<file path="src/design/wht_pkg.sv">
// Shared types, constants and a helper function for the water heater thermostat.
`default_nettype none

package wht_pkg;

	localparam int SPA_DEFAULT      = 10;
	localparam int ADC_BITS_DEFAULT = 10;

	localparam int KIND_W     = 2;
	localparam int ADC_IN_W   = 10;
	localparam int SETPOINT_W = 7;
	localparam int STEP_W     = 4;
	localparam int BAND_W     = 5;
	localparam int PERIOD_W   = 10;
	localparam int IDLE_W     = 14;
	localparam int AVG_W      = 9;
	localparam int DIGIT_W    = 4;
	localparam int CMP_W      = 10;
	localparam int CFG_IDX_W  = 3;
	localparam int CFG_DATA_W = 14;

	localparam int AVG_SCALE = 500;

	localparam logic [SETPOINT_W-1:0] RST_SP_MIN   = 7'd35;
	localparam logic [SETPOINT_W-1:0] RST_SP_MAX   = 7'd75;
	localparam logic [STEP_W-1:0]     RST_SP_STEP  = 4'd5;
	localparam logic [BAND_W-1:0]     RST_BAND     = 5'd5;
	localparam logic [PERIOD_W-1:0]   RST_PERIOD   = 10'd100;
	localparam logic [IDLE_W-1:0]     RST_IDLE     = 14'd5000;
	localparam logic [SETPOINT_W-1:0] RST_SETPOINT = 7'd60;

	typedef enum logic [KIND_W-1:0] {
		KIND_TICK = 2'd0,
		KIND_UP   = 2'd1,
		KIND_DOWN = 2'd2
	} wht_kind_t;

	typedef enum logic [CFG_IDX_W-1:0] {
		CFG_SP_MIN  = 3'd0,
		CFG_SP_MAX  = 3'd1,
		CFG_SP_STEP = 3'd2,
		CFG_BAND    = 3'd3,
		CFG_PERIOD  = 3'd4,
		CFG_IDLE    = 3'd5
	} wht_cfg_idx_t;

	// Outcome of one tick for the averaging unit, as seen by the control logic.
	typedef struct packed {
		logic             done;
		logic [AVG_W-1:0] average;
	} wht_avg_t;

	// Setpoint divided by ten: multiply by 205 and drop 11 bits, exact below 1029.
	function automatic logic [DIGIT_W-1:0] div10(input logic [SETPOINT_W-1:0] x);
		logic [SETPOINT_W+8-1:0] prod;
		begin
			prod = {8'd0, x} * (SETPOINT_W+8)'(205);
			div10 = prod[11 +: DIGIT_W];
		end
	endfunction

endpackage

`default_nettype wire

</file>
<file path="src/design/wht_sampler.sv">
// Sample pacing, accumulation and fixed-point averaging of converter readings.
`default_nettype none

module wht_sampler
	import wht_pkg::*;
#(
	parameter int SAMPLES_PER_AVERAGE = SPA_DEFAULT,
	parameter int ADC_BITS            = ADC_BITS_DEFAULT
) (
	input  wire logic                clk,
	input  wire logic                arst_n,
	input  wire logic                tick_en,
	input  wire logic [ADC_IN_W-1:0] adc,
	input  wire logic [PERIOD_W-1:0] period,
	output wht_avg_t                 avg_next,
	output logic      [AVG_W-1:0]    avg
);

	localparam int FULL   = (1 << ADC_BITS) - 1;
	localparam int DEN    = SAMPLES_PER_AVERAGE * FULL;
	localparam int SUM_W  = $clog2(DEN + 1);
	localparam int CNT_W  = $clog2(SAMPLES_PER_AVERAGE + 1);
	localparam int EXT_W  = (ADC_IN_W > ADC_BITS) ? ADC_IN_W : ADC_BITS;
	localparam int SH     = 2 * $clog2(DEN + 1);
	localparam logic [63:0] RECIP64 =
		((64'(AVG_SCALE) << SH) + 64'(DEN) - 64'd1) / 64'(DEN);
	localparam int M_W    = $clog2(RECIP64 + 64'd1);
	localparam int PROD_W = (SUM_W + M_W > SH + AVG_W) ? SUM_W + M_W : SH + AVG_W;

	logic [PERIOD_W-1:0] ticks_q;
	logic [CNT_W-1:0]    count_q;
	logic [SUM_W-1:0]    sum_q;
	logic [AVG_W-1:0]    avg_q;

	logic [PERIOD_W-1:0] ticks_inc;
	logic                take;
	logic [EXT_W-1:0]    adc_ext;
	logic [ADC_BITS-1:0] adc_sat;
	logic [SUM_W-1:0]    sum_inc;
	logic [CNT_W-1:0]    count_inc;
	logic                done;
	logic [PROD_W-1:0]   prod;

	// The reciprocal has 2*clog2(DEN+1) fraction bits, so the floor of the product is exact.
	always_comb begin
		ticks_inc = ticks_q + PERIOD_W'(1);
		take      = (ticks_inc >= period);
		adc_ext   = EXT_W'(adc);
		adc_sat   = (adc_ext > EXT_W'(FULL)) ? ADC_BITS'(FULL) : adc_ext[ADC_BITS-1:0];
		sum_inc   = sum_q + SUM_W'(adc_sat);
		count_inc = count_q + CNT_W'(1);
		done      = take && (count_inc >= CNT_W'(SAMPLES_PER_AVERAGE));
		prod      = PROD_W'(sum_inc) * PROD_W'(RECIP64[M_W-1:0]);
		avg_next.done    = tick_en && done;
		avg_next.average = (tick_en && done) ? prod[SH +: AVG_W] : avg_q;
	end

	always_ff @(posedge clk or negedge arst_n) begin
		if (!arst_n) begin
			ticks_q <= '0;
			count_q <= '0;
			sum_q   <= '0;
			avg_q   <= '0;
		end else if (tick_en) begin
			if (take) begin
				ticks_q <= '0;
				if (done) begin
					count_q <= '0;
					sum_q   <= '0;
					avg_q   <= prod[SH +: AVG_W];
				end else begin
					count_q <= count_inc;
					sum_q   <= sum_inc;
				end
			end else begin
				ticks_q <= ticks_inc;
			end
		end
	end

	assign avg = avg_q;

	a_count_range: assert property (@(posedge clk) disable iff (!arst_n)
		count_q < CNT_W'(SAMPLES_PER_AVERAGE))
		else $error("sample count reached the average length");

	a_sum_bound: assert property (@(posedge clk) disable iff (!arst_n)
		32'(sum_q) <= 32'(count_q) * 32'(FULL))
		else $error("sample sum exceeds the count of full-scale samples");

	a_idle_hold: assert property (@(posedge clk) disable iff (!arst_n)
		!tick_en |=> $stable(sum_q) && $stable(avg_q))
		else $error("accumulator changed without a tick");

endmodule

`default_nettype wire

</file>
<file path="src/design/water_heater_thermostat.sv">
// Top level of the water heater thermostat: input stage, event logic and result register.
// An item accepted into the input register has its result written to the result registers.
// Throughput: one item per cycle unless the result stalls; the event and control update
// is a single pass between the input register and the state/result registers.
// A stalled result holds the state; the input register still takes one more item.
// Reset sets the setpoint to 60 and the digit to 6, clears counters and the other outputs, and lights the display.
`default_nettype none

module water_heater_thermostat
	import wht_pkg::*;
#(
	parameter int SAMPLES_PER_AVERAGE = SPA_DEFAULT,
	parameter int ADC_BITS            = ADC_BITS_DEFAULT
) (
	input  wire logic                  clk,
	input  wire logic                  arst_n,
	input  wire logic                  cfg_write,
	input  wire logic [CFG_IDX_W-1:0]  cfg_index,
	input  wire logic [CFG_DATA_W-1:0] cfg_data,
	input  wire logic                  in_valid,
	output logic                       in_stall,
	input  wire logic [KIND_W-1:0]     kind,
	input  wire logic [ADC_IN_W-1:0]   adc_sample,
	input  wire logic                  button_held,
	input  wire logic                  power_on,
	output logic                       out_valid,
	input  wire logic                  out_stall,
	output logic                       heater_on,
	output logic                       cooler_on,
	output logic                       status_led,
	output logic                       heat_blink_led,
	output logic                       display_on,
	output logic [DIGIT_W-1:0]         display_digit,
	output logic [SETPOINT_W-1:0]      setpoint,
	output logic [AVG_W-1:0]           average_temp
);

	logic [SETPOINT_W-1:0] sp_min_q;
	logic [SETPOINT_W-1:0] sp_max_q;
	logic [STEP_W-1:0]     sp_step_q;
	logic [BAND_W-1:0]     band_q;
	logic [PERIOD_W-1:0]   period_q;
	logic [IDLE_W-1:0]     idle_timeout_q;

	logic                  valid_s1;
	logic [KIND_W-1:0]     kind_s1;
	logic [ADC_IN_W-1:0]   adc_s1;
	logic                  held_s1;
	logic                  power_s1;

	logic                  out_valid_q;
	logic [SETPOINT_W-1:0] required_q;
	logic [IDLE_W-1:0]     idle_q;
	logic                  display_q;
	logic                  heater_q;
	logic                  cooler_q;
	logic                  status_q;
	logic                  blink_q;
	logic [DIGIT_W-1:0]    digit_q;

	logic                  advance;
	logic                  fire;
	logic                  tick_en;
	wht_avg_t              avg_next;
	logic [AVG_W-1:0]      avg_cur;

	logic [SETPOINT_W-1:0] required_d;
	logic [IDLE_W-1:0]     idle_d;
	logic                  display_d;
	logic                  heater_d;
	logic                  cooler_d;
	logic                  status_d;
	logic                  blink_d;
	logic [SETPOINT_W:0]   sp_up;
	logic [SETPOINT_W:0]   sp_floor;
	logic [IDLE_W-1:0]     idle_inc;
	logic [CMP_W-1:0]      sp_ext;
	logic [CMP_W-1:0]      av_ext;
	logic [CMP_W-1:0]      band_ext;

	assign advance  = !out_valid_q || !out_stall;
	assign fire     = valid_s1 && advance;
	assign in_stall = valid_s1 && !advance;
	assign tick_en  = fire && (kind_s1 == KIND_TICK);

	always_ff @(posedge clk or negedge arst_n) begin
		if (!arst_n) begin
			sp_min_q       <= RST_SP_MIN;
			sp_max_q       <= RST_SP_MAX;
			sp_step_q      <= RST_SP_STEP;
			band_q         <= RST_BAND;
			period_q       <= RST_PERIOD;
			idle_timeout_q <= RST_IDLE;
		end else if (cfg_write) begin
			unique case (cfg_index)
				CFG_SP_MIN:  sp_min_q       <= cfg_data[SETPOINT_W-1:0];
				CFG_SP_MAX:  sp_max_q       <= cfg_data[SETPOINT_W-1:0];
				CFG_SP_STEP: sp_step_q      <= cfg_data[STEP_W-1:0];
				CFG_BAND:    band_q         <= cfg_data[BAND_W-1:0];
				CFG_PERIOD:  period_q       <= cfg_data[PERIOD_W-1:0];
				CFG_IDLE:    idle_timeout_q <= cfg_data[IDLE_W-1:0];
				default: begin
				end
			endcase
		end
	end

	always_ff @(posedge clk or negedge arst_n) begin
		if (!arst_n) begin
			valid_s1 <= 1'b0;
		end else if (!in_stall) begin
			valid_s1 <= in_valid;
		end
	end

	always_ff @(posedge clk) begin
		if (!in_stall) begin
			kind_s1  <= kind;
			adc_s1   <= adc_sample;
			held_s1  <= button_held;
			power_s1 <= power_on;
		end
	end

	wht_sampler #(
		.SAMPLES_PER_AVERAGE(SAMPLES_PER_AVERAGE),
		.ADC_BITS(ADC_BITS)
	) u_sampler (
		.clk(clk),
		.arst_n(arst_n),
		.tick_en(tick_en),
		.adc(adc_s1),
		.period(period_q),
		.avg_next(avg_next),
		.avg(avg_cur)
	);

	always_comb begin
		required_d = required_q;
		idle_d     = idle_q;
		display_d  = display_q;
		heater_d   = heater_q;
		cooler_d   = cooler_q;
		status_d   = status_q;
		blink_d    = blink_q;
		sp_up      = {1'b0, required_q} + (SETPOINT_W+1)'(sp_step_q);
		sp_floor   = {1'b0, sp_min_q} + (SETPOINT_W+1)'(sp_step_q);
		idle_inc   = idle_q + IDLE_W'(1);

		case (kind_s1)
			KIND_TICK: begin
				if (avg_next.done && heater_q) begin
					blink_d = !blink_q;
				end
				if (!held_s1) begin
					if (idle_inc >= idle_timeout_q) begin
						display_d = 1'b0;
						idle_d    = '0;
					end else begin
						idle_d = idle_inc;
					end
				end else begin
					idle_d = '0;
				end
			end
			KIND_UP: begin
				if (required_q < sp_max_q) begin
					required_d = (sp_up > {1'b0, sp_max_q}) ? sp_max_q : sp_up[SETPOINT_W-1:0];
					display_d  = 1'b1;
				end
			end
			KIND_DOWN: begin
				if (required_q > sp_min_q) begin
					required_d = ({1'b0, required_q} >= sp_floor)
						? required_q - SETPOINT_W'(sp_step_q) : sp_min_q;
					display_d  = 1'b1;
				end
			end
			default: begin
			end
		endcase

		sp_ext   = CMP_W'(required_d);
		av_ext   = CMP_W'(avg_next.average);
		band_ext = CMP_W'(band_q);
		if (power_s1 && (avg_next.average != '0)) begin
			if (sp_ext == av_ext + band_ext) begin
				heater_d = 1'b1;
				cooler_d = 1'b0;
			end
			if (av_ext == sp_ext + band_ext) begin
				cooler_d = 1'b1;
				heater_d = 1'b0;
				status_d = 1'b1;
			end
			if (sp_ext == av_ext) begin
				heater_d = 1'b0;
				cooler_d = 1'b0;
				status_d = 1'b0;
			end
		end
	end

	always_ff @(posedge clk or negedge arst_n) begin
		if (!arst_n) begin
			out_valid_q <= 1'b0;
			required_q  <= RST_SETPOINT;
			idle_q      <= '0;
			display_q   <= 1'b1;
			heater_q    <= 1'b0;
			cooler_q    <= 1'b0;
			status_q    <= 1'b0;
			blink_q     <= 1'b0;
			digit_q     <= div10(RST_SETPOINT);
		end else if (advance) begin
			out_valid_q <= valid_s1;
			if (valid_s1) begin
				required_q <= required_d;
				idle_q     <= idle_d;
				display_q  <= display_d;
				heater_q   <= heater_d;
				cooler_q   <= cooler_d;
				status_q   <= status_d;
				blink_q    <= blink_d;
				digit_q    <= div10(required_d);
			end
		end
	end

	assign out_valid      = out_valid_q;
	assign heater_on      = heater_q;
	assign cooler_on      = cooler_q;
	assign status_led     = status_q;
	assign heat_blink_led = blink_q;
	assign display_on     = display_q;
	assign display_digit  = digit_q;
	assign setpoint       = required_q;
	assign average_temp   = avg_cur;

	a_not_both: assert property (@(posedge clk) disable iff (!arst_n)
		!(heater_q && cooler_q))
		else $error("heater and cooler driven together");

	a_cool_status: assert property (@(posedge clk) disable iff (!arst_n)
		cooler_q |-> status_q)
		else $error("cooler on without the status LED");

	a_stall_hold: assert property (@(posedge clk) disable iff (!arst_n)
		(out_valid_q && out_stall) |=> $stable(required_q) && $stable(average_temp)
			&& $stable(heater_q) && $stable(blink_q))
		else $error("thermostat state moved while the result was stalled");

	a_digit_match: assert property (@(posedge clk) disable iff (!arst_n)
		fire |=> digit_q == div10(required_q))
		else $error("display digit out of step with the setpoint");

endmodule

`default_nettype wire

</file>
<file path="config.mk">
export PLATFORM = sky130hd
export DESIGN_NAME = water_heater_thermostat
export DESIGN_NICKNAME = d
export VERILOG_FILES = /design/src/design/wht_pkg.sv /design/src/design/wht_sampler.sv /design/src/design/water_heater_thermostat.sv
export SDC_FILE = /design/constraint.sdc
export NUM_CORES = 1
export LEC_CHECK = 0
export BUFFER_PORTS_ARGS = -buffer_cell sky130_fd_sc_hd__buf_2
export CORE_MARGIN = 3
export CORE_UTILIZATION = 29
export DETAILED_ROUTE_END_ITERATION = 10
export SETUP_SLACK_MARGIN = 0.1
export SLEW_MARGIN = 20
export SYNTH_ARGS = -nofsm -noshare
export SYNTH_HDL_FRONTEND = slang
export SYNTH_HIERARCHICAL = 1
export SYNTH_SLANG_ARGS = --single-unit
</file>
<file path="constraint.sdc">
create_clock -name clk -period 12.7 [get_ports clk]
set_clock_uncertainty 0.1 [all_clocks]
set_input_delay 0.635 -clock clk [delete_from_list [all_inputs] [get_ports clk]]
set_output_delay 0.635 -clock clk [all_outputs]
set_load 0.01 [all_outputs]
</file>
## Yosys cells after proc, flatten, opt, wreduce, memory -nomap -nowiden

Cells that the tools add are included.

| storage, ports and cells | value |
|---|---|
| bits in registers | 130 |
| input port bits | 36 |
| output and inout port bits | 27 |

| cells by class | value |
|---|---|
| $add $sub $neg | 9 |
| multipliers | 2 |
| order comparisons | 8 |
| equality and inequality tests | 14 |
| multiplexer cells | 25 |
| reduce and logical (&&, ||, !) cells | 32 |

Operators by type and width:

| cell | count |
|---|---|
| 14-bit two-way mux | 3 |
| 14-bit by 24-bit multiplier with 37-bit output (second input constant) | 1 |
| 7-bit two-way mux | 4 |
| 10-bit two-way mux | 2 |
| 7-bit by 4-bit adder with 8-bit output | 2 |
| 2-bit AND reduction | 8 |
| 7-bit by 8-bit multiplier with 15-bit output (second input constant) | 1 |
| 14-bit by 1-bit adder with 14-bit output (second input constant) | 1 |
| 14-bit by 10-bit adder with 14-bit output | 1 |
| 14-bit >= comparator | 1 |
| 7-bit case mux with 2 select lines | 1 |
| 1-bit two-way mux | 12 |
| 4-bit AND reduction | 3 |
| 10-bit by 1-bit adder with 10-bit output (second input constant) | 1 |
| 9-bit by 5-bit adder with 10-bit output | 1 |
| 7-bit by 10-bit == test with 1-bit output | 1 |
| 10-bit >= comparator | 1 |
| 10-bit > comparator (second input constant) | 1 |
| 7-bit by 9-bit == test with 1-bit output | 1 |
| 9-bit by 8-bit == test with 1-bit output | 1 |
| 9-bit two-way mux | 1 |
| 9-bit nonzero test | 1 |
| 7-bit by 5-bit adder with 8-bit output | 1 |
| 7-bit by 8-bit >= comparator with 1-bit output | 1 |
| 24 further kinds | 39 |

## Logic depth before layout (Yosys ltp)

| depth | value |
|---|---|
| depth in word-level cells | 11 |
| depth in mapped cells | 41 |
| gate-level depth less buffers | 40 |

## By module

Netlist, hierarchy kept.

By module, submodules not included:

| module | instances | cells an instance | area an instance (µm²) | seq. area each (µm²) |
|---|---|---|---|---|
| water_heater_thermostat | 1 | 692 | 7,223.2 | 2,429.8 |
| wht_sampler | 1 | 698 | 6,246.0 | 925.9 |

## Worst setup path before layout

No wires, ideal clock.

| timing | value |
|---|---|
| path type | register -> register |
| start point | register adc_s1[0] |
| end point | register cooler_q (netlist: cooler_on) |
| library setup time | 0.065 ns |
| arrival time | 8.651 ns |
| required time | 12.535 ns |
| slack | 3.883 ns |
| cell stages (with the launch flop) | 33 |
| path buffers | 2 |
| period minus slack after synthesis | 8.817 ns |
| cells stage by stage | edfxtp_1 > clkbuf_1 > ha_1 > inv_1 > fa_1 > nor2b_1 > o21a_1 > o21ai_1 > a211oi_1 > or3_1 > clkbuf_1 > xor2_1 > ha_1 > ha_1 > fa_1 > fa_1 > fa_1 > inv_1 > fa_1 > inv_1 > ha_1 > nand3_2 > or4_1 > a311o_1 > a31o_4 > a31oi_4 > nor3_2 > o31ai_1 > nor4_1 > a2111oi_0 > nand4_1 > a2111oi_4 > o21ba_1 |

RTL lines:

| item | line | source |
|---|---|---|
| start, declared | water_heater_thermostat.sv:47 | `logic [ADC_IN_W-1:0] adc_s1;` |
| start signal, assigned | water_heater_thermostat.sv:119 | `adc_s1 <= adc_sample;` |
| end signal, assigned | water_heater_thermostat.sv:222 | `cooler_q <= cooler_d;` |
| end, declared | water_heater_thermostat.sv:56 | `logic cooler_q;` |

==> results.json <==
{
  "numClockSinks": 130,
  "place_congestion": 0.880,
  "grt_pass1_wl_um": 53500,
  "final_cell_mix": "ha_1 (256), inv_1 (197), nand2_1 (98)",
  "hold_ws_ns": 0.236,
  "worst_path_largest_cell_delay_ns": 0.77,
  "wire_per_inst_um": 15.9,
  "num-nets-final": 1797,
  "antenna_found_initial": 0,
  "rsz0062_at_grt": "no",
  "start_kind": "register",
  "slowest_stage": "a2111oi_0",
  "via_per_inst": 4.92,
  "cts_setup_buffers": 0,
  "htree_levels": 4,
  "dp_slack_ns": 3.09,
  "dieArea_sq_mm": 0.0491,
  "start_util_pct": 29.5,
  "gr-total-overflow": 0,
  "use_met2_pct": 23.1,
  "endpoint_kind": "register",
  "core_area_sq_mm": 0.0457,
  "ys_seq_area_share_pct": 24.9,
  "yosysWarnings": 6,
  "dp.cells": 2026,
  "die_width_um": 222,
  "period_minus_slack_ns": 9.69,
  "setup_violations": 0,
  "hp-class": "input port to asynchronous set/reset pin",
  "synth-edff-count": 14,
  "drtIter0Drc": 547,
  "rows": 78,
  "wl_um": 32700,
  "worst_pin_slew_ns": 1.04,
  "ctsResizeCount": 0,
  "status": "finished, final reports clean",
  "num_vias": 10139,
  "met1_usage_pct": 17.4,
  "synth_area_leaders": "ha_1 (24%), dfrtp_1 (17%), fa_1 (8.9%)",
  "drc": 0,
  "synthArstFlopShare_pct": 89.2,
  "synthToLayoutAreaGrowth_pct": 11.9,
  "slew_headroom_pct": 30.7,
  "crit_required_ns": 12.97,
  "cp_max_fo": 8,
  "critPathBufInv": 3,
  "layout_commonest_cell": "ha_1",
  "timing.critical_path.mode_cell": "fa_1",
  "synth_top_area_share_pct": 23.8,
  "syn_area_sq_mm": 0.0135,
  "cts_buffers": 17,
  "clk_path_buf_depth": 2,
  "drive_gt1_share_pct": 13.3,
  "synth-seq-cells": 130,
  "synthesis.nets": 1742,
  "clock_latency_ns": 0.44,
  "fillers": 4676,
  "grtUsageTotal_pct": 13.4,
  "clock-root-buffer": "clkbuf_16",
  "dp_hpwl_um": 26300,
  "yosysTopAreaCell": "ha_1",
  "finalSetupTns_ns": 0,
  "path_class": "register to register",
  "fmax_mhz": 103,
  "drt_first_pass_iters": 4,
  "maxSlewViolCount": 0,
  "cts-hold-fix-buffers": 0,
  "met3_usage_pct": 2.61,
  "ant_nets": 0,
  "die_y_um": 222,
  "clkSlewWorstSetupHoldPaths_ns": 0.06,
  "cap_violations": 0,
  "min_period_over_period_pct": 76.3,
  "syn-instance-count": 1390,
  "finalHoldViolCount": 0,
  "synth_ff_type": "dfrtp_1",
  "synth.avg_cell_area_sq_um": 9.69,
  "cts_tree": "done",
  "critPathTopFamily": "adder cells",
  "grt-busiest-layer": "met2",
  "worst_slack_ns": 3.01,
  "io_pins": 63,
  "layoutNonFillerInstCount": 2059,
  "grt_max_degree": 69,
  "grt_pass1_vias": 10525,
  "synth_cell_types": 91,
  "arrival_ns": 9.96,
  "io_buffers": 62
}
-- final timing paths --
kind,start,end,slack [ns],cells after the start
min in group clk,kind[1],kind_s1[1],0.27,1
max reg2reg,u_sampler/sum_q[0],cooler_on,3.01,30
max,u_sampler/sum_q[0],cooler_on,3.01,30
min reg2reg,display_digit[0],display_digit[0],0.38,2
max in group asynchronous,arst_n,u_sampler/avg[7],11.01,2
min,arst_n,display_digit[0],0.24,1
-- layout make-up --
| type | instances | area (sq um) | share of cell area [%] |
|---|---|---|---|
| flip-flops and latches | 130 | 3360 | 22.3 |
| clock buffers | 20 | 437 | 2.90 |
| repair buffers | 71 | 380 | 2.52 |
| clock inverters | 12 | 180 | 1.20 |
| multi-input cells | 1026 | 9220 | 61.2 |
| diodes | 1 | 2.50 | 0.0166 |
| well taps | 600 | 751 | 4.98 |
| inverters | 199 | 747 | 4.96 |
-- cells in the mapped netlist (all sizes together) (4+ instances only) --
| master | instances |
|---|---|
| dfrtp | 90 |
| buf | 8 |
| nand2 | 98 |
| a31oi | 5 |
| ha | 256 |
| nor2 | 43 |
| nor3b | 8 |
| a211oi | 11 |
| o31ai | 18 |
| nor3 | 13 |
| mux2i | 6 |
| o2bb2ai | 6 |
| a21o | 22 |
| and3 | 10 |
| edfxtp | 14 |
| or2 | 5 |
| a32o | 13 |
| dfstp | 26 |
| a21oi | 63 |
| o21ai | 79 |
| o211ai | 7 |
| clkbuf | 27 |
| or3 | 4 |
| o21a | 12 |
| xor2 | 25 |
| fa | 60 |
| nand3 | 47 |
| mux2 | 37 |
| nand2b | 15 |
| xnor2 | 57 |
| nand4 | 12 |
| nor4 | 5 |
| nor2b | 11 |
| inv | 199 |
| a221oi | 7 |
| nand3b | 4 |
-- state kept, by name, summed over array words and instances (netlist names), 2 cells and up --
name and count:
idle_q 14, idle_timeout_q 14, u_sampler/sum_q 14, adc_s1 10
period_q 10, u_sampler/ticks_q 10, u_sampler/avg 9, setpoint 7
sp_max_q 7, sp_min_q 7, band_q 5, display_digit 4
sp_step_q 4, u_sampler/count_q 4, kind_s1 2
-- cells by family after synthesis --
kind of cell	count (synthesis)	synth area share [%]
buffers and inverters	234	6.69
muxes	43	3.57
adders and majority gates	316	32.7
xor gates and xnor gates	85	5.89
AOI/OAI and AO/OA	293	15.5
DFF	130	24.9
and+or+nand+nor	289	10.7
-- metrics by stage --
step / area (sq um) / utilization (%)
2_1_floorplan: 13500 / -
3_3_place_gp: 14400 / 31.6
3_5_place_dp: 14500 / 31.6
4_1_cts: 15100 / 33.0
5_1_grt: 15100 / 33.0
6_report: 15100 / 33.0
-- routing by layer --
metal / up-vias / share of wire, %
met4: 0 / 1.5
met3: 35 / 3.3
li1: 4999 / -
met1: 4950 / 46
met5: - / 0
met2: 155 / 49
Power is left out: the tool's default activity adds up to more than one toggle a clock period on the data nets, which glitch-free logic cannot reach.
